File: config.mk
export PLATFORM = sky130hd
export DESIGN_NAME = json_string_unescape_utf8_flat
export DESIGN_NICKNAME = d
export VERILOG_FILES = /design/src/hdl/jsu_pkg.sv /design/src/hdl/jsu_ifs.sv /design/src/hdl/jsu_front.sv /design/src/hdl/jsu_queue.sv /design/src/hdl/jsu_back.sv /design/src/hdl/json_string_unescape_utf8.sv /design/src/flat_wrapper.sv
export VERILOG_INCLUDE_DIRS = /design/src /design/src/hdl
export SDC_FILE = /design/constraint.sdc
export NUM_CORES = 1
export LEC_CHECK = 0
export ABC_CLOCK_PERIOD_IN_PS = 7800
export BUFFER_PORTS_ARGS = -buffer_cell sky130_fd_sc_hd__buf_2
export CORE_ASPECT_RATIO = 1.75
export CORE_MARGIN = 5
export CORE_UTILIZATION = 40
export CTS_CLUSTER_SIZE = 40
export DETAILED_ROUTE_END_ITERATION = 12
export GPL_TIMING_DRIVEN = 1
export SETUP_SLACK_MARGIN = 0.05
export SLEW_MARGIN = 20
export SYNTH_ARGS = -nofsm -noshare
export SYNTH_HDL_FRONTEND = slang
export SYNTH_SLANG_ARGS = --single-unit
export TNS_END_PERCENT = 50
File: constraint.sdc
create_clock -name clk_i -period 7.8 [get_ports clk_i]
set_input_delay 1.95 -clock clk_i [delete_from_list [all_inputs] [get_ports clk_i]]
set_output_delay 1.95 -clock clk_i [all_outputs]
set_load 0.01 [all_outputs]
File: src/hdl/json_string_unescape_utf8_macros.svh
// Assertion helpers shared by the queue and back-end modules.
`ifndef JSON_STRING_UNESCAPE_UTF8_MACROS_SVH
`define JSON_STRING_UNESCAPE_UTF8_MACROS_SVH

// Same-cycle implication, checked outside reset.
`define JSU_ASSERT_IMP(lbl, clk, rst_n, ante, cons, msg) \
  lbl: assert property (@(posedge clk) disable iff (!rst_n) (ante) |-> (cons)) \
    else $error(msg);

// Next-cycle implication, checked outside reset.
`define JSU_ASSERT_NXT(lbl, clk, rst_n, ante, cons, msg) \
  lbl: assert property (@(posedge clk) disable iff (!rst_n) (ante) |=> (cons)) \
    else $error(msg);

`endif

File: src/hdl/jsu_pkg.sv
package jsu_pkg;

  typedef enum logic [1:0] {
    KIND_DATA = 2'd0,
    KIND_DONE = 2'd1,
    KIND_ERR  = 2'd2
  } kind_e;

  // One queue entry: all results caused by one input word.
  typedef struct packed {
    kind_e           kind;
    logic [3:0][7:0] data;
    logic [1:0]      last_idx;
    logic [15:0]     count;
  } cmd_t;

endpackage

File: src/hdl/jsu_ifs.sv
interface jsu_in_if;
  logic       valid;
  logic       ready;
  logic [7:0] text_byte;

  modport source (output valid, output text_byte, input ready);
  modport sink (input valid, input text_byte, output ready);
endinterface

interface jsu_out_if;
  logic        valid;
  logic        ready;
  logic [7:0]  out_byte;
  logic [1:0]  kind;
  logic [15:0] byte_count;
  logic        last;

  modport source (output valid, output out_byte, output kind, output byte_count,
                  output last, input ready);
  modport sink (input valid, input out_byte, input kind, input byte_count,
                input last, output ready);
endinterface

File: src/hdl/jsu_front.sv
module jsu_front
  import jsu_pkg::*;
#(
  parameter int COUNT_BITS = 16
) (
  input  logic       clk_i,
  input  logic       rst_ni,
  jsu_in_if.sink     text_i,
  input  logic       push_ready_i,
  output logic       push_o,
  output cmd_t       cmd_o
);

  typedef enum logic [6:0] {
    M_IDLE = 7'b0000001,
    M_STR  = 7'b0000010,
    M_ESC  = 7'b0000100,
    M_HEX1 = 7'b0001000,
    M_WBS  = 7'b0010000,
    M_WU   = 7'b0100000,
    M_HEX2 = 7'b1000000
  } mode_e;

  typedef struct packed {
    logic [3:0][7:0] data;
    logic [1:0]      last_idx;
  } enc_t;

  localparam logic [7:0] CH_QUOTE  = 8'h22;
  localparam logic [7:0] CH_BSLASH = 8'h5C;
  localparam logic [7:0] CH_SLASH  = 8'h2F;
  localparam logic [7:0] CH_NUL    = 8'h00;
  localparam logic [7:0] CH_B      = 8'h62;
  localparam logic [7:0] CH_F      = 8'h66;
  localparam logic [7:0] CH_N      = 8'h6E;
  localparam logic [7:0] CH_R      = 8'h72;
  localparam logic [7:0] CH_T      = 8'h74;
  localparam logic [7:0] CH_U      = 8'h75;

  function automatic enc_t utf8_enc(input logic [20:0] cp);
    enc_t e;
    e = '0;
    if (cp < 21'h80) begin
      e.data[0]  = cp[7:0];
      e.last_idx = 2'd0;
    end else if (cp < 21'h800) begin
      e.data[0]  = {3'b110, cp[10:6]};
      e.data[1]  = {2'b10, cp[5:0]};
      e.last_idx = 2'd1;
    end else if (cp < 21'h10000) begin
      e.data[0]  = {4'b1110, cp[15:12]};
      e.data[1]  = {2'b10, cp[11:6]};
      e.data[2]  = {2'b10, cp[5:0]};
      e.last_idx = 2'd2;
    end else begin
      e.data[0]  = {5'b11110, cp[20:18]};
      e.data[1]  = {2'b10, cp[17:12]};
      e.data[2]  = {2'b10, cp[11:6]};
      e.data[3]  = {2'b10, cp[5:0]};
      e.last_idx = 2'd3;
    end
    return e;
  endfunction

  mode_e                 mode_q, mode_d;
  logic [15:0]           cu_q, cu_d;
  logic [1:0]            hx_q, hx_d;
  logic [9:0]            hs_q, hs_d;
  logic [COUNT_BITS-1:0] len_q, len_d;

  logic [7:0]            c;
  logic                  accept;
  logic                  hex_ok;
  logic [3:0]            hex_v;
  logic [7:0]            c_lc;
  logic [15:0]           cu_shift;
  logic [COUNT_BITS:0]   len_sum;
  logic [31:0]           len_w;
  enc_t                  enc_cp;

  assign c             = text_i.text_byte;
  assign text_i.ready  = push_ready_i;
  assign accept        = text_i.valid && push_ready_i;
  assign c_lc          = c | 8'h20;

  always_comb begin
    hex_ok = 1'b1;
    hex_v  = 4'd0;
    if (c >= 8'h30 && c <= 8'h39) begin
      hex_v = c[3:0];
    end else if (c_lc >= 8'h61 && c_lc <= 8'h66) begin
      hex_v = c[3:0] + 4'd9;
    end else begin
      hex_ok = 1'b0;
    end
  end

  assign cu_shift = {cu_q[11:0], hex_v};
  // Second unit completes a pair: 0x10000 plus the two 10-bit halves.
  assign enc_cp   = (mode_q == M_HEX2)
                  ? utf8_enc(21'h10000 + {1'b0, hs_q, cu_shift[9:0]})
                  : utf8_enc({5'd0, cu_shift});
  assign len_sum  = {1'b0, len_q} + (COUNT_BITS + 1)'({1'b0, cmd_o.last_idx} + 3'd1);
  assign len_w    = 32'(len_q);

  always_comb begin
    mode_d = mode_q;
    cu_d   = cu_q;
    hx_d   = hx_q;
    hs_d   = hs_q;
    len_d  = len_q;
    push_o = 1'b0;
    cmd_o  = '0;
    cmd_o.kind = KIND_DATA;
    if (accept) begin
      unique case (mode_q)
        M_STR: begin
          if (c == CH_QUOTE) begin
            push_o      = 1'b1;
            cmd_o.kind  = KIND_DONE;
            cmd_o.count = (|len_w[31:16]) ? 16'hFFFF : len_w[15:0];
            mode_d      = M_IDLE;
          end else if (c == CH_NUL) begin
            push_o     = 1'b1;
            cmd_o.kind = KIND_ERR;
            mode_d     = M_IDLE;
          end else if (c == CH_BSLASH) begin
            mode_d = M_ESC;
          end else begin
            push_o        = 1'b1;
            cmd_o.data[0] = c;
          end
        end
        M_ESC: begin
          mode_d = M_STR;
          push_o = 1'b1;
          unique case (c)
            CH_QUOTE, CH_BSLASH, CH_SLASH: cmd_o.data[0] = c;
            CH_B: cmd_o.data[0] = 8'h08;
            CH_F: cmd_o.data[0] = 8'h0C;
            CH_N: cmd_o.data[0] = 8'h0A;
            CH_R: cmd_o.data[0] = 8'h0D;
            CH_T: cmd_o.data[0] = 8'h09;
            CH_U: begin
              push_o = 1'b0;
              mode_d = M_HEX1;
              cu_d   = '0;
              hx_d   = '0;
            end
            default: begin
              cmd_o.kind = KIND_ERR;
              mode_d     = M_IDLE;
            end
          endcase
        end
        M_HEX1, M_HEX2: begin
          if (!hex_ok) begin
            push_o     = 1'b1;
            cmd_o.kind = KIND_ERR;
            mode_d     = M_IDLE;
          end else begin
            cu_d = cu_shift;
            hx_d = hx_q + 2'd1;
            if (hx_q == 2'd3) begin
              if (mode_q == M_HEX1 && cu_shift >= 16'hD800 && cu_shift <= 16'hDBFF) begin
                hs_d   = cu_shift[9:0];
                mode_d = M_WBS;
              end else if (mode_q == M_HEX2 &&
                           (cu_shift < 16'hDC00 || cu_shift > 16'hDFFF)) begin
                push_o     = 1'b1;
                cmd_o.kind = KIND_ERR;
                mode_d     = M_IDLE;
              end else begin
                push_o         = 1'b1;
                cmd_o.data     = enc_cp.data;
                cmd_o.last_idx = enc_cp.last_idx;
                mode_d         = M_STR;
              end
            end
          end
        end
        M_WBS: begin
          if (c == CH_BSLASH) begin
            mode_d = M_WU;
          end else begin
            push_o     = 1'b1;
            cmd_o.kind = KIND_ERR;
            mode_d     = M_IDLE;
          end
        end
        M_WU: begin
          if (c == CH_U) begin
            mode_d = M_HEX2;
            cu_d   = '0;
            hx_d   = '0;
          end else begin
            push_o     = 1'b1;
            cmd_o.kind = KIND_ERR;
            mode_d     = M_IDLE;
          end
        end
        default: begin
          if (c == CH_QUOTE) begin
            mode_d = M_STR;
            len_d  = '0;
          end else begin
            push_o     = 1'b1;
            cmd_o.kind = KIND_ERR;
            mode_d     = M_IDLE;
          end
        end
      endcase
      if (push_o && cmd_o.kind == KIND_DATA) begin
        len_d = len_sum[COUNT_BITS] ? '1 : len_sum[COUNT_BITS-1:0];
      end
    end
  end

  always_ff @(posedge clk_i or negedge rst_ni) begin
    if (!rst_ni) begin
      mode_q <= M_IDLE;
      cu_q   <= '0;
      hx_q   <= '0;
      hs_q   <= '0;
      len_q  <= '0;
    end else begin
      mode_q <= mode_d;
      cu_q   <= cu_d;
      hx_q   <= hx_d;
      hs_q   <= hs_d;
      len_q  <= len_d;
    end
  end

endmodule

File: src/hdl/jsu_queue.sv
`include "json_string_unescape_utf8_macros.svh"

module jsu_queue
  import jsu_pkg::*;
#(
  parameter int DEPTH = 4
) (
  input  logic clk_i,
  input  logic rst_ni,
  input  logic push_i,
  input  cmd_t cmd_i,
  output logic push_ready_o,
  output logic head_valid_o,
  output cmd_t head_o,
  input  logic pop_i
);

  localparam int PW = (DEPTH > 1) ? $clog2(DEPTH) : 1;
  localparam int CW = $clog2(DEPTH + 1);

  cmd_t          mem_q [DEPTH];
  logic [PW-1:0] wr_q, rd_q;
  logic [CW-1:0] cnt_q;
  logic          do_push, do_pop;

  assign push_ready_o = cnt_q != CW'(DEPTH);
  assign head_valid_o = cnt_q != '0;
  assign head_o       = mem_q[rd_q];
  assign do_push      = push_i && push_ready_o;
  assign do_pop       = pop_i && head_valid_o;

  always_ff @(posedge clk_i) begin
    if (do_push) begin
      mem_q[wr_q] <= cmd_i;
    end
  end

  always_ff @(posedge clk_i or negedge rst_ni) begin
    if (!rst_ni) begin
      wr_q  <= '0;
      rd_q  <= '0;
      cnt_q <= '0;
    end else begin
      if (do_push) begin
        wr_q <= (wr_q == PW'(DEPTH - 1)) ? '0 : wr_q + 1'b1;
      end
      if (do_pop) begin
        rd_q <= (rd_q == PW'(DEPTH - 1)) ? '0 : rd_q + 1'b1;
      end
      cnt_q <= cnt_q + CW'(do_push) - CW'(do_pop);
    end
  end

  `JSU_ASSERT_IMP(a_cnt_bound, clk_i, rst_ni, 1'b1, cnt_q <= CW'(DEPTH), "queue overfilled")
  `JSU_ASSERT_NXT(a_cnt_grow, clk_i, rst_ni, do_push && !do_pop, cnt_q == $past(cnt_q) + 1'b1, "queue count lost a push")

endmodule

File: src/hdl/jsu_back.sv
`include "json_string_unescape_utf8_macros.svh"

module jsu_back
  import jsu_pkg::*;
(
  input  logic       clk_i,
  input  logic       rst_ni,
  input  logic       head_valid_i,
  input  cmd_t       head_i,
  output logic       pop_o,
  jsu_out_if.source  res_o
);

  logic [1:0] idx_q, idx_d;
  logic       is_last;
  logic       fire;

  assign is_last          = idx_q == head_i.last_idx;
  assign fire             = res_o.valid && res_o.ready;
  assign pop_o            = fire && is_last;

  assign res_o.valid      = head_valid_i;
  assign res_o.out_byte   = head_i.data[idx_q];
  assign res_o.kind       = head_i.kind;
  assign res_o.byte_count = head_i.count;
  assign res_o.last       = is_last;

  always_comb begin
    idx_d = idx_q;
    if (fire) begin
      idx_d = is_last ? 2'd0 : idx_q + 2'd1;
    end
  end

  always_ff @(posedge clk_i or negedge rst_ni) begin
    if (!rst_ni) begin
      idx_q <= '0;
    end else begin
      idx_q <= idx_d;
    end
  end

  `JSU_ASSERT_IMP(a_idx_range, clk_i, rst_ni, head_valid_i, idx_q <= head_i.last_idx, "byte index past end of word")
  `JSU_ASSERT_IMP(a_multi_data, clk_i, rst_ni, head_valid_i && idx_q != 2'd0, head_i.kind == KIND_DATA, "multi-result word not data")
  `JSU_ASSERT_NXT(a_idx_hold, clk_i, rst_ni, res_o.valid && !res_o.ready, $stable(idx_q), "byte index moved while stalled")

endmodule

File: src/hdl/json_string_unescape_utf8.sv
// JSON string unescaper with UTF-8 output.
// text_i takes one byte of JSON text per word (valid/ready), starting with
// the opening quote. res_o gives results: kind 0 is a decoded byte in
// out_byte, kind 1 closes the string with its decoded length in byte_count
// (saturated at 65535), kind 2 flags an error. last marks the final result
// caused by one input byte; one byte gives zero to four results.
// The front parser takes a byte every cycle while the result queue has room
// and writes its results as one queue entry in the same cycle; results reach
// res_o from the registered queue head. The back end sends one result per
// cycle while res_o.ready is high, so a \u escape with a 4-byte code point
// yields four results in a row on res_o. Sustained rate: one input byte per
// cycle while each byte gives at most one result and res_o is ready.
// When res_o stalls, the queue (QUEUE_DEPTH entries) fills and text_i.ready
// drops; nothing is lost. Reset clears the queue and returns the parser to
// idle, awaiting an opening quote.
module json_string_unescape_utf8
  import jsu_pkg::*;
#(
  parameter int COUNT_BITS  = 16,
  parameter int QUEUE_DEPTH = 4
) (
  input  logic      clk_i,
  input  logic      rst_ni,
  jsu_in_if.sink    text_i,
  jsu_out_if.source res_o
);

  logic push, push_ready, head_valid, pop;
  cmd_t cmd, head;

  jsu_front #(
    .COUNT_BITS(COUNT_BITS)
  ) u_front (
    .clk_i       (clk_i),
    .rst_ni      (rst_ni),
    .text_i      (text_i),
    .push_ready_i(push_ready),
    .push_o      (push),
    .cmd_o       (cmd)
  );

  jsu_queue #(
    .DEPTH(QUEUE_DEPTH)
  ) u_queue (
    .clk_i       (clk_i),
    .rst_ni      (rst_ni),
    .push_i      (push),
    .cmd_i       (cmd),
    .push_ready_o(push_ready),
    .head_valid_o(head_valid),
    .head_o      (head),
    .pop_i       (pop)
  );

  jsu_back u_back (
    .clk_i       (clk_i),
    .rst_ni      (rst_ni),
    .head_valid_i(head_valid),
    .head_i      (head),
    .pop_o       (pop),
    .res_o       (res_o)
  );

endmodule
File: src/flat_wrapper.sv
// flat-port wrapper written by rule: the top's interface ports become plain ports
module json_string_unescape_utf8_flat import jsu_pkg::*;
#(
  parameter int COUNT_BITS  = 16,
  parameter int QUEUE_DEPTH = 4
)
  (clk_i, rst_ni, text_i_valid, text_i_text_byte, text_i_ready, res_o_valid, res_o_out_byte, res_o_kind, res_o_byte_count, res_o_last, res_o_ready);
  jsu_in_if text_i_i ();
  jsu_out_if res_o_i ();
  input  logic clk_i;
  input  logic rst_ni;
  input wire logic [$bits(text_i_i.valid)-1:0] text_i_valid;
  input wire logic [$bits(text_i_i.text_byte)-1:0] text_i_text_byte;
  output wire logic [$bits(text_i_i.ready)-1:0] text_i_ready;
  output wire logic [$bits(res_o_i.valid)-1:0] res_o_valid;
  output wire logic [$bits(res_o_i.out_byte)-1:0] res_o_out_byte;
  output wire logic [$bits(res_o_i.kind)-1:0] res_o_kind;
  output wire logic [$bits(res_o_i.byte_count)-1:0] res_o_byte_count;
  output wire logic [$bits(res_o_i.last)-1:0] res_o_last;
  input wire logic [$bits(res_o_i.ready)-1:0] res_o_ready;
  assign text_i_i.valid = text_i_valid;
  assign text_i_i.text_byte = text_i_text_byte;
  assign text_i_ready = text_i_i.ready;
  assign res_o_valid = res_o_i.valid;
  assign res_o_out_byte = res_o_i.out_byte;
  assign res_o_kind = res_o_i.kind;
  assign res_o_byte_count = res_o_i.byte_count;
  assign res_o_last = res_o_i.last;
  assign res_o_i.ready = res_o_ready;
  json_string_unescape_utf8 #(.COUNT_BITS(COUNT_BITS), .QUEUE_DEPTH(QUEUE_DEPTH)) u_core (.clk_i(clk_i), .rst_ni(rst_ni), .text_i(text_i_i), .res_o(res_o_i));
endmodule
# Yosys cells after proc, flatten, opt, wreduce, memory -nomap -nowiden
# Memory sizes are Yosys's and may differ from the RTL's.
# Index checks and enable logic that the tools add are counted.
[word_totals]
reg_bits = 56
mem_bits_rw = 208
input_bits = 12
output_inout_bits = 29
elab_cells = 169
memories = 1
[memory_table]
columns = ["memory", "words", "width", "rd", "rd_clocked_by_memory_dff", "wr", "line", "rtl"]
rows = [
  ["u_core.u_queue.mem_q", 4, 52, 1, 0, 1, "jsu_queue.sv:21", "cmd_t mem_q [DEPTH];"],
]
[op_classes]
addsub = 10
order_cmp = 14
n_eq_ne = 25
n_mux = 83
n_reduce_logical = 27
[ops]
columns = ["operator", "n"]
rows = [
  ["$mux W16", 7],
  ["$mux W26", 4],
  ["$mux W34", 3],
  ["$mux W24", 4],
  ["$mux W36", 2],
  ["$eq A8 B7 Y1 const B", 7],
  ["$mux W52", 1],
  ["$mux W7", 7],
  ["$mux W8", 6],
  ["$pmux W8 S6", 1],
  ["$mux W18", 2],
  ["$pmux W7 S5", 1],
  ["$mux W2", 17],
  ["$mux W12", 2],
  ["$pmux W12 S2", 1],
  ["$pmux W8 S3", 1],
  ["$add A17 B20 Y21 const A", 1],
  ["$lt A21 B12 Y1 const B", 1],
  ["$lt A21 B17 Y1 const B", 1],
  ["$lt A21 B8 Y1 const B", 1],
  ["$mux W10", 2],
  ["$add A16 B3 Y17", 1],
  ["$bmux W8 S2", 1],
  ["$eq A8 B6 Y1 const B", 2],
  ["other kinds (49)", 83],
]

# Logic depth before layout (Yosys ltp)
# Gate-level depths: netlist (run 1).
[depth]
word_depth = 23
mapped_depth = 17
depth_no_buf = 17

# Hierarchy
# A second synthesis (run 1) with hierarchy kept.
[unflattened]
hier_cells = 883
hier_area_um2 = 12495.7
[by_module_without_submodules]
columns = ["mod", "n_inst", "cells_each", "area_each_um2", "seq_area_each_um2"]
rows = [
  ["jsu_queue", 1, 315, 8061.5, 6421.2],
  ["jsu_front", 1, 524, 3950.0, 1177.4],
  ["jsu_back", 1, 44, 484.2, 50.0],
]

# Worst setup path after synthesis (run 1)
# Ideal clock, no wire load.
[synth_path]
path_type = "input-to-reg"
startpoint = "input text_i_text_byte[3]"
endpoint = "register u_core.u_front.len_q[12]"
setup_time_ps = 77
t_arrival_ps = 5714
required_ps = 7723
path_slack_ps = 2009
cell_stages = 15
path_buffers = 1
path_cell_list = "buf_6 -> or3_4 -> or4b_4 -> a21oi_2 -> nand3_1 -> nor2_1 -> nand3_1 -> ha_1 -> fa_1 -> or4_1 -> nor3_1 -> nand4_1 -> a2111oi_0 -> nor2_1 -> a21oi_1"
[synth_via]
elab_chain_len = 22
word_cells_on_any_way = 79
classes_between = "add/sub: 4; order compare: 13; eq/ne: 10; mux: 40; reduce/logical: 12"
[synth_lines]
columns = ["item", "line", "rtl"]
rows = [
  ["start: declaration", "flat_wrapper.sv:13", "input wire logic [$bits(text_i_i.text_byte)-1:0] text_i_text_byte;"],
  ["$ge A8 B7 Y1 / $le A8 B7 Y1 (equally long branches)", "jsu_front.sv:91", "end else if (c_lc >= 8'h61 && c_lc <= 8'h66) begin"],
  ["$logic_and A1 B1 Y1", "jsu_front.sv:91", ""],
  ["$mux W4", "jsu_front.sv:91", ""],
  ["$mux W4", "jsu_front.sv:89", "if (c >= 8'h30 && c <= 8'h39) begin"],
  ["$add A17 B20 Y21", "jsu_front.sv:101", "? utf8_enc(21'h10000 + {1'b0, hs_q, cu_shift[9:0]})"],
  ["$lt A21 B17 Y1", "jsu_front.sv:50", "end else if (cp < 21'h10000) begin"],
  ["$mux W24", "jsu_front.sv:50", ""],
  ["$mux W26", "jsu_front.sv:46", "end else if (cp < 21'h800) begin"],
  ["(+6 left out)", "n/a", ""],
  ["$mux W36", "jsu_front.sv:164", "if (hx_q == 2'd3) begin"],
  ["$mux W34", "jsu_front.sv:157", "if (!hex_ok) begin"],
  ["$mux W2", "jsu_front.sv:116", "unique case (mode_q)"],
  ["$mux W52", "jsu_front.sv:115", "if (accept) begin"],
  ["$add A2 B1 Y3", "jsu_front.sv:103", "assign len_sum = {1'b0, len_q} + (COUNT_BITS + 1)'({1'b0, cmd_o.last_idx} + 3'd1);"],
  ["$add A16 B3 Y17", "jsu_front.sv:103", ""],
  ["$mux W16", "jsu_front.sv:214", "len_d = len_sum[COUNT_BITS] ? '1 : len_sum[COUNT_BITS-1:0];"],
  ["$mux W16", "jsu_front.sv:213", "if (push_o && cmd_o.kind == KIND_DATA) begin"],
  ["end signal: assignment", "jsu_front.sv:231", "len_q <= len_d;"],
  ["end: declaration", "jsu_front.sv:69", "logic [COUNT_BITS-1:0] len_q, len_d;"],
]
# Parallel ways exist; a longest one is shown, timed or not. The select of a mux whose other input is x is not followed.
# A chain may end at the register's enable or synchronous reset.

# Final worst setup path (run 1)
[layout_path]
startpoint = "input text_i_text_byte[0]"
endpoint = "register u_core.u_front.len_q[3]"
# Same word-level chain as after synthesis.

==> results of run 1 <==
## kinds of logic after synthesis
| family | share of synthesized area (%) |
|---|---|
| buffers and inverters | 2.422 |
| muxes | 11.79 |
| AOI/OAI and AO/OA | 10.21 |
| xor gates and xnor gates | 0.7535 |
| adders and majority gates | 1.959 |
| DFF | 61.68 |
| and+or+nand+nor | 11.20 |
## worst max-delay path, delay by kind of cell
kind,cells,cell delay (ns)
compound gates,4,0.63
fa+ha+maj,3,0.94
buf+inv,2,0.23
simple gates,8,2.86
## worst paths after layout
kind | start | to | slack, ns
setup / recovery | text_i_text_byte[0] | u_core.u_front.len_q[3] | 1.63
setup reg to reg | u_core.u_front.mode_q[1] | u_core.u_front.len_q[3] | 2.88
min in group asynchronous | rst_ni | u_core.u_front.hs_q[1] | 1.57
hold / removal | u_core.u_front.hx_q[1] | u_core.u_front.hx_q[1] | 0.49
hold reg to reg | u_core.u_front.hx_q[1] | u_core.u_front.hx_q[1] | 0.49
max in group asynchronous | rst_ni | u_core.u_queue.rd_q[0] | 5.60
## state kept, by name (all words and copies together), names as in the netlist
signal	count
u_core.u_queue.mem_q	192
u_core.u_queue.rd_q	2
u_core.u_back.idx_q	2
u_core.u_front.hx_q	2
u_core.u_queue.cnt_q	3
u_core.u_front.cu_q	12
u_core.u_front.hs_q	10
u_core.u_front.len_q	16
u_core.u_queue.wr_q	2
u_core.u_front.mode_q	7
## power groups by stage
stage / Clock [mW] / Combinational, mW / Sequential (mW)
2_1_floorplan: 0 / 0.871 / 1.80
3_3_place_gp: 0 / 1.10 / 1.94
3_5_place_dp: 0 / 1.11 / 1.95
4_1_cts: 1.15 / 1.11 / 1.92
5_1_grt: 1.20 / 1.23 / 1.91
6_report: 1.12 / 1.13 / 1.87
## area by class of cell
class / instances / area [µm²]
clock buffers: 30 / 601.8
clock inverters: 11 / 143.9
fillers: 2544 / 15670
inverters: 21 / 78.83
multi-input cells: 518 / 4185
flip-flops and latches: 248 / 7173
well taps: 378 / 473.0
repair buffers: 52 / 302.8
## metrics by stage
stage	total power [mW]	util (%)	instances	area, µm²	setup WS (ns)
2_1_floorplan	2.667	-	831	11620	2.009
3_3_place_gp	3.039	42.60	1216	12190	1.281
3_5_place_dp	3.059	42.60	1216	12190	1.115
4_1_cts	4.185	45.20	1257	12940	1.648
5_1_grt	4.343	45.27	1258	12960	1.179
6_report	4.118	45.27	1258	12960	1.625
## cells in the final DEF (no fill, tap or decap), types with 5 or more instances in the layout
| cell type | n |
|---|---|
| and2_1 | 21 |
| o211ai_1 | 6 |
| buf_4 | 11 |
| o31ai_1 | 10 |
| a221o_1 | 7 |
| o22ai_1 | 5 |
| dfrtp_1 | 53 |
| o21ai_0 | 40 |
| or3_1 | 9 |
| inv_1 | 21 |
| a21o_1 | 6 |
| a21oi_1 | 36 |
| nand4b_1 | 5 |
| nand3_1 | 12 |
| nand4_1 | 6 |
| edfxtp_1 | 192 |
| o21ai_1 | 9 |
| a21oi_2 | 5 |
| clkbuf_1 | 7 |
| mux2_1 | 5 |
| ha_1 | 15 |
| nor2_1 | 49 |
| nand2b_1 | 9 |
| mux4_2 | 54 |
| a22oi_1 | 7 |
| xor2_1 | 6 |
| buf_2 | 40 |
| and3_1 | 14 |
| a211oi_1 | 6 |
| nand2_1 | 71 |
| nor3_1 | 16 |
| clkbuf_16 | 23 |
| mux2_2 | 6 |
## routing by layer
layer	wire [µm]	part of all wire, %	global-route usage (%)
met5	0	0	0
met4	966	3.6	6.647
met3	1072	4.0	2.012
met2	14560	54	29.77
met1	10490	39	19.17
==> flow_summary.ini, run 1 <==
[outcome]
status = completed

[sta]
setup_tns_ns = 0
slew_viol_final = 0
final.min_clock_period_ns = 6.175
worst_slew_pin_slew_ns = 1.064
post-route-period-util_pct = 79.16
fmax_mhz = 162.0
timing.hold.ws_ns = 0.4913
setup_violations = 0
finalHoldViolations = 0
rsz0062_at_grt = false
fin_skew_ns = 0.02067
max-slew-margin-rel_pct = 28.87

[drt]
dr.pass1.iters = 5
first_iter_violations = 535
wl_per_cell_um = 21.53
vias_per_cell = 5.733
drc = 0
vias = 7212
drt_wl_total_mm = 27.09
ant_nets = 0

[pwr]
ir_worst_vdd_mv = 0.1833
powerDensity_mw_per_mm2 = 317.8
total_leakage_power_nw = 4.510
comb_power_share_pct = 27.3
swShare_pct = 29.70
internal_power_mw = 2.895
seqPwrFrac_pct = 45.4
p_sw_mw = 1.223
clockPowerShare_pct = 27.3

[worst_setup_path]
crit_path_end_kind = flip-flop
slowest_delay_ns = 0.58
crit_chain = buf_2, inv_1, ha_1, nor4b_1, or4b_4, a21oi_2, nand3_1, nor2_1, nand3_1, ha_1, fa_1, or4_1, nor4_2, nand4_1, o21ai_0, o21ai_1, o21ai_1
critPathArrivalTime_ns = 6.62
reg2reg_depth = 14
crit_fanout = 11
crit_slowest_cell = or4_1
worstSetupPathType = in -> reg
start_kind = input pin
cp_data_required_time_ns = 8.24

[clock_network]
htreeDepth = 1
clock-root-buffer = clkbuf_16
clk_path_buf_depth = 3
hold_buffers = 0
cts_buffers = 23
path_clk_slew_ns = 0.07
clock_latency_ns = 0.52
ctsResizeCount = 0
cts_tree = yes
cts.sinks = 248
cts_setup_buffers = 0

[final_layout]
nNetsFinal = 893
diodes = 0
layout-drive-gt1-share_pct = 19.55
areaGrowthSynthToFinish_pct = 11.50

[logic_synthesis]
ys_warn_count = 0
synth_most_common_cell = edfxtp_1
synth_top_area_cell = edfxtp_1
synthTopCellsByArea = edfxtp_1 (50%), dfrtp_1 (12%), mux4_2 (10%)
synth_top_cell_area_share_pct = 49.61
async_flop_share_pct = 22.58
avgSynthCellArea_um2 = 13.99
seq_area_frac_synth_pct = 61.68
ys_ff_latch = 248
syn_nets = 860
synth_common_cells = edfxtp_1 (192), nand2_1 (71), dfrtp_1 (55), mux4_2 (54), nor2_1 (49)
dominantRegCellSynth = edfxtp_1
mappedNetlistArea_mm2 = 0.01162
synthDistinctLibCells = 78
synth_edf_count = 192
syn-instance-count = 831

[place]
dpl.hpwl_mm = 18.40
portBuffers = 40
gp_congestion = 0.8835

[floorplan]
dieWidth_um = 138.9
fp.dieH_um = 235.5
num_rows = 82
initial_utilization_pct = 40.60
io_pins = 41
die_area_mm2 = 0.03270
core_mm2 = 0.02863

[job]
cap_violations = 0

[grt]
grt_overflow = 0
grt_usage_pct = 16.25
grt_pass1_wl_mm = 42.23
antenna_found_initial = 0
grt_max_degree = 57
grt_pass1_vias = 7340

[worst_hold_path]
worstHoldPathCells = 2
worstHoldPathType = reg -> reg
(Power assumes the default switching activity.)
==> inputs of run 2 (changes only) <==
--- a/config.mk
+++ b/config.mk
@@ -6,7 +6,8 @@
 export SDC_FILE = /design/constraint.sdc
 export NUM_CORES = 1
 export LEC_CHECK = 0
-export ABC_CLOCK_PERIOD_IN_PS = 7800
+export ABC_AREA = 1
+export ABC_CLOCK_PERIOD_IN_PS = 5000
 export BUFFER_PORTS_ARGS = -buffer_cell sky130_fd_sc_hd__buf_2
 export CORE_ASPECT_RATIO = 1.75
 export CORE_MARGIN = 5
==> constraint.sdc (replaced) <==
create_clock -name clk_i -period 5 [get_ports clk_i]
set_input_delay 1.25 -clock clk_i [delete_from_list [all_inputs] [get_ports clk_i]]
set_output_delay 1.25 -clock clk_i [all_outputs]
set_load 0.01 [all_outputs]
==> run 2 against run 1 <==
Worst hold slack barely moved. Sequential power rose by 46%. Critical path depth up 4. Power up 58%. Combinational power is 79% higher. Sequential share of layout area is 3.2 points lower. Via count rose by 29%. Clock skew decreased by 0.0064 ns.
==> flow_summary.ini, run 2 <==
[place]
dp_slack_ns = 0.2571
dp.cells = 1653
place_area_mm2 = 0.01300
dpl.hpwl_mm = 22.38
gp_congestion = 0.9520
portBuffers = 40

[sta]
rsz0062_at_grt = false
setup_violations = 0
fmax_mhz = 235.7
max-slew-margin-rel_pct = 33.84
slew_viol_final = 0
final.min_clock_period_ns = 4.243
finalHoldViolations = 0
setup_tns_ns = 0
setup_ws_ns = 0.7567
post-route-period-util_pct = 84.87
worst_slew_pin_slew_ns = 0.9924
fin_skew_ns = 0.01430

[worst_setup_path]
r2r_end = u_core.u_front.len_q[5]
reg2reg_depth = 22
worstSetupPathType = in -> reg
crit_path_end_kind = flip-flop
critPathArrivalTime_ns = 4.69
r2r_slack_ns = 0.86
timing.rr.start = u_core.u_front.hs_q[6]
cp_data_required_time_ns = 5.45
start_kind = input pin
crit_fanout = 14

[clock_network]
ctsResizeCount = 0
cts_setup_buffers = 0
htreeDepth = 1
cts.sinks = 248
clock-root-buffer = clkbuf_16
cts_buffers = 23
cts_tree = yes
clk_path_buf_depth = 3
clock_latency_ns = 0.51
hold_buffers = 0
path_clk_slew_ns = 0.06

[logic_synthesis]
dominantRegCellSynth = edfxtp_1
synthTopCellsByArea = edfxtp_1 (47%), dfrtp_1 (11%), o21ai_0 (6.2%)
synth_edf_count = 192
seq_area_frac_synth_pct = 58.44
synth_common_cells = edfxtp_1 (192), nor2_1 (190), nand2_1 (186), o21ai_0 (151), inv_1 (102)
synthDistinctLibCells = 52
async_flop_share_pct = 22.58
ys_ff_latch = 248
ys_warn_count = 0
syn_nets = 1279
avgSynthCellArea_um2 = 9.812
synth_most_common_cell = edfxtp_1
synth_top_area_cell = edfxtp_1
syn-instance-count = 1250
synth_top_cell_area_share_pct = 47.01
mappedNetlistArea_mm2 = 0.01227

[grt]
antenna_found_initial = 0
grt_usage_pct = 18.95
grt_max_degree = 99
grt_pass1_vias = 9352
grt_pass1_wl_mm = 51.90
grt_overflow = 0

[drt]
wl_per_cell_um = 19.42
dr.pass1.iters = 6
drc = 0
drt_wl_total_mm = 32.89
vias_per_cell = 5.491
first_iter_violations = 679
ant_nets = 0
vias = 9301

[worst_hold_path]
worstHoldPathType = reg -> reg
hold_start = u_core.u_front.mode_q[0]
hold_path_end = u_core.u_front.mode_q[0]
worstHoldPathCells = 2

[pwr]
powerDensity_mw_per_mm2 = 472.2
total_leakage_power_nw = 5.133
ir_worst_vdd_mv = 0.2881

[floorplan]
die_area_mm2 = 0.03440
initial_utilization_pct = 40.18
fp.dieH_um = 241.7
dieWidth_um = 142.4
core_mm2 = 0.03052
num_rows = 85
io_pins = 41

[final_layout]
areaGrowthSynthToFinish_pct = 12.09
final_common_cell = edfxtp_1
nNetsFinal = 1316
final_cell_mix = edfxtp_1 (192), nor2_1 (186), nand2_1 (186), o21ai_0 (151), inv_1 (101)
regMostFlops = u_core.u_queue.mem_q
reg.largest.list = u_core.u_queue.mem_q x192, u_core.u_front.len_q x16, u_core.u_front.cu_q x12
seqCellArea_mm2 = 0.007169
diodes = 0
fillers = 2896
fin_cells = 1694
multi_input_area_mm2 = 0.004472
layout-drive-gt1-share_pct = 13.12
fin_util_pct = 45.04
largest_register_ffs = 192
post-route-cell-area_mm2 = 0.01375

[job]
cap_violations = 0

[outcome]
status = completed
-- run 2: cell count changes after synthesis, moves of 54 or more --
cell / before / now
inv_1: 21 / 102
mux4_2: 54 / 0
nand2_1: 71 / 186
nand3_1: 12 / 79
nor2_1: 49 / 190
o21ai_0: 40 / 151
-- run 2: cells by family after synthesis --
| group | synth area share [%] |
|---|---|
| XOR/XNOR | 0.4284 |
| adder cells (fa/ha/maj) | 1.857 |
| buffers and inverters | 5.345 |
| AO/OA/AOI/OAI | 13.33 |
| AND/OR/NAND/NOR | 20.60 |
| flip-flops | 58.44 |
-- run 2: worst max-delay path by stage --
stage / startpoint / end / slack, ns / depth (start not counted)
floorplan: text_i_text_byte[0] / u_core.u_queue.mem_q[0][0] / 0.25 / 11
global placement: text_i_text_byte[0] / u_core.u_front.len_q[14] / 0.35 / 21
detailed placement: text_i_text_byte[0] / u_core.u_front.len_q[5] / 0.26 / 21
CTS: text_i_text_byte[0] / u_core.u_front.len_q[14] / 0.79 / 21
global route: text_i_text_byte[0] / u_core.u_front.len_q[14] / 0.47 / 21
finish: text_i_text_byte[0] / u_core.u_front.len_q[5] / 0.76 / 21
-- run 2: where the power goes --
group	internal [mW]	switching, mW
clock	1.00	0.741
combinational	0.621	1.40
sequential	2.62	0.105
total	4.25	2.24
-- run 2: metrics by stage --
step	hold WS, ns	power (mW)
after floorplan	0.4570	4.053
after global placement	0.4735	4.798
after detailed placement	0.4861	4.835
after CTS	0.4972	6.582
after global routing	0.5227	6.860
final	0.4918	6.492
-- run 2: cell type report --
type,count,share of cell area (%)
Sequential cell,248,52.15
Clock buffer,32,4.651
Timing Repair Buffer,66,3.240
Tap cell,391,3.558
Clock inverter,9,0.8191
Multi-Input combinational cell,836,32.53
Inverter,112,3.058
-- run 2: critical path, cell delays in order --
cell	delay [ns]
buf_2	0.13
inv_1	0.14
ha_1	0.25
o21ai_2	0.08
nand2_2	0.09
nand2_4	0.08
nand2_4	0.10
nand4_4	0.10
a31oi_2	0.20
nand3b_1	0.18
ha_1	0.25
fa_1	0.42
nor2_1	0.16
nand2_1	0.09
nor3_2	0.20
nand3_1	0.17
nor2_2	0.15
nand3_2	0.27
o21ai_0	0.18
o211ai_1	0.10
nand2_1	0.10
-- run 2: routing by layer --
metal / part of all wire [%] / global-route usage (%) / vias to the layer above
met2: 55 / 36.04 / 239
li1: - / - / 4444
met4: 4.6 / 8.450 / 0
met5: 0 / 0 / -
met3: 3.9 / 1.799 / 70
met1: 37 / 20.82 / 4548
==> inputs of run 3 (changes only) <==
--- a/config.mk
+++ b/config.mk
@@ -6,8 +6,8 @@
 export SDC_FILE = /design/constraint.sdc
 export NUM_CORES = 1
 export LEC_CHECK = 0
-export ABC_AREA = 1
-export ABC_CLOCK_PERIOD_IN_PS = 5000
+export ABC_AREA = 0
+export ABC_CLOCK_PERIOD_IN_PS = 3400
 export BUFFER_PORTS_ARGS = -buffer_cell sky130_fd_sc_hd__buf_2
 export CORE_ASPECT_RATIO = 1.75
 export CORE_MARGIN = 5
==> constraint.sdc (replaced) <==
create_clock -name clk_i -period 3.4 [get_ports clk_i]
set_input_delay 0.85 -clock clk_i [delete_from_list [all_inputs] [get_ports clk_i]]
set_output_delay 0.85 -clock clk_i [all_outputs]
set_load 0.01 [all_outputs]
==> run 3 against run 2 <==
The flow now finishes with violations (setup timing). Global-route usage decreased by 1.7 points. Critical path depth shrank 6. Non-clock buffer count grew 145. Die area shrank 5.0%. Combinational power increased by 64%. Wire length decreased by 13%. Clock power increased by 35%. Power increased by 51%. Count of clock-buffer cells in the layout down 6. Via count shrank 16%. Utilization grew 5.8 points. Largest cell class unchanged.
==> flow_summary.ini, run 3 (synthesized netlist as in run 1, its figures left out) <==
[floorplan]
core_mm2 = 0.02863
dieWidth_um = 138.9
num_rows = 82
fp.dieH_um = 235.5
die_area_mm2 = 0.03270
io_pins = 41
initial_utilization_pct = 40.60

[grt]
antenna_found_initial = 0
grt_max_degree = 57
grt_usage_pct = 17.23
grt_pass1_vias = 8193
grt_overflow = 0
grt_pass1_wl_mm = 44.93

[sta]
setup_ws_ns = -0.2803
timing.hold.ws_ns = 0.4605
rsz0062_at_grt = true
slew_viol_final = 0
worst_slew_pin_slew_ns = 0.8083
setup_violations = 17
final.min_clock_period_ns = 3.680
post-route-period-util_pct = 108.2
setup_tns_ns = -3.611
finalHoldViolations = 0
fin_skew_ns = 0.01808
fmax_mhz = 271.7
max-slew-margin-rel_pct = 46.12

[place]
dp.cells = 1363
dp_slack_ns = -0.9019
gp_congestion = 0.9266
dpl.hpwl_mm = 20.44
portBuffers = 40

[pwr]
powerDensity_mw_per_mm2 = 675.2
total_leakage_power_nw = 5.411
ir_worst_vdd_mv = 0.3431

[drt]
wl_per_cell_um = 20.07
drt_wl_total_mm = 28.46
first_iter_violations = 495
drc = 0
dr.pass1.iters = 5
ant_nets = 0
vias = 7812
vias_per_cell = 5.509

[final_layout]
areaGrowthSynthToFinish_pct = 25.19
largest_register_ffs = 192
nNetsFinal = 1052
diodes = 0
regMostFlops = u_core.u_queue.mem_q
fillers = 2421
fin_cells = 1418
layout-drive-gt1-share_pct = 35.10
final_cell_mix = edfxtp_1 (192), buf_4 (153), nand2_1 (69), mux4_2 (54), dfrtp_1 (53)
final_common_cell = edfxtp_1
reg.largest.list = u_core.u_queue.mem_q x192, u_core.u_front.len_q x16, u_core.u_front.cu_q x12

[outcome]
status = finished with violations
violations = setup timing

[clock_network]
cts_tree = yes
clock-root-buffer = clkbuf_16
clock_latency_ns = 0.52
htreeDepth = 1
cts.sinks = 248
cts_buffers = 23
path_clk_slew_ns = 0.06
clk_path_buf_depth = 3

[worst_setup_path]
critPathArrivalTime_ns = 4.13
slowest_delay_ns = 0.52
cp_data_required_time_ns = 3.85
crit_slowest_cell = or4b_4
worstSetupPathType = in -> reg
crit_fanout = 5
crit_top_cell = buf_6
start_kind = input pin
crit_chain = buf_6, or3_4, or4b_4, a21oi_4, nand3_4, nor2_4, nand3_2, ha_4, fa_2, or4_4, nor4_4, nand4_1, buf_6, o31ai_2, a221o_1
crit_path_end_kind = flip-flop

[job]
cap_violations = 0

[worst_hold_path]
worstHoldPathType = in -> async
-- run 3: changes by cell type in the layout (fill, tap and decap cells not counted), sizes merged, moves of 25 or more --
| cell | previous run | this run |
|---|---|---|
| o21ai | 159 | 49 |
| nor2 | 212 | 49 |
| and2 | 0 | 25 |
| buf | 66 | 211 |
| nand3 | 93 | 13 |
| nand2 | 199 | 71 |
| mux4 | 0 | 54 |
| inv | 109 | 23 |
| o22ai | 30 | 5 |
-- run 3: timing repair --
item,CTS,global route
hold buffers,0,0
gates resized for setup,43,12
setup endpoints to repair,24,25
buffers inserted,10,4
pin swaps,16,6
cloned,0,0
-- run 3: cell type report --
type / instances / area (µm²) / share of cell area, %
inverters: 21 / 78.83 / 0.5417
flip-flops and latches: 248 / 7173 / 49.30
clock inverters: 16 / 97.59 / 0.6707
well taps: 378 / 473.0 / 3.250
multi-input cells: 518 / 4405 / 30.28
clock buffers: 26 / 586.8 / 4.033
repair buffers: 211 / 1735 / 11.93
-- run 3: worst paths after layout --
kind                                       endpoint  slack (ns)  cells past startpoint              startpoint
min reg2reg                  u_core.u_front.hx_q[1]        0.49                      2  u_core.u_front.hx_q[1]
max reg2reg                u_core.u_front.len_q[11]       -0.13                     15  u_core.u_front.hs_q[6]
max                        u_core.u_front.len_q[11]       -0.28                     15     text_i_text_byte[4]
min in group clk_i           u_core.u_front.hx_q[1]        0.49                      2  u_core.u_front.hx_q[1]
min                          u_core.u_front.hs_q[6]        0.46                      2                  rst_ni
max in group asynchronous    u_core.u_queue.rd_q[0]        2.29                      2                  rst_ni
-- run 3: routing by layer --
metal  vias up  track usage (%)  wire, µm
met3        62            1.646       845
met2       161            32.44     15650
met4         0            6.855      1029
met5         -                0         0
li1       3641                -         -
met1      3948            19.91     10930
-- run 3: through the flow --
step,cell area [µm²],total power [mW],util (%)
floorplan,11700,6.124,-
global placement,13530,7.348,47.26
detailed placement,13530,7.397,47.26
CTS,14450,9.925,50.49
global route,14550,10.34,50.83
finish,14550,9.825,50.83
-- run 3: critical path, delay by kind of cell --
kind,cells,cell delay [ns]
AOI/OAI and AO/OA,3,0.40
buffers and inverters,2,0.28
adders and majority gates,2,0.53
and+or+nand+nor,8,2.07
-- run 3: report_power, final --
group	switching [mW]	total (mW)	internal (mW)
Sequential	0.249	4.16	3.91
Combinational	1.61	3.31	1.70
Clock	1.11	2.36	1.26
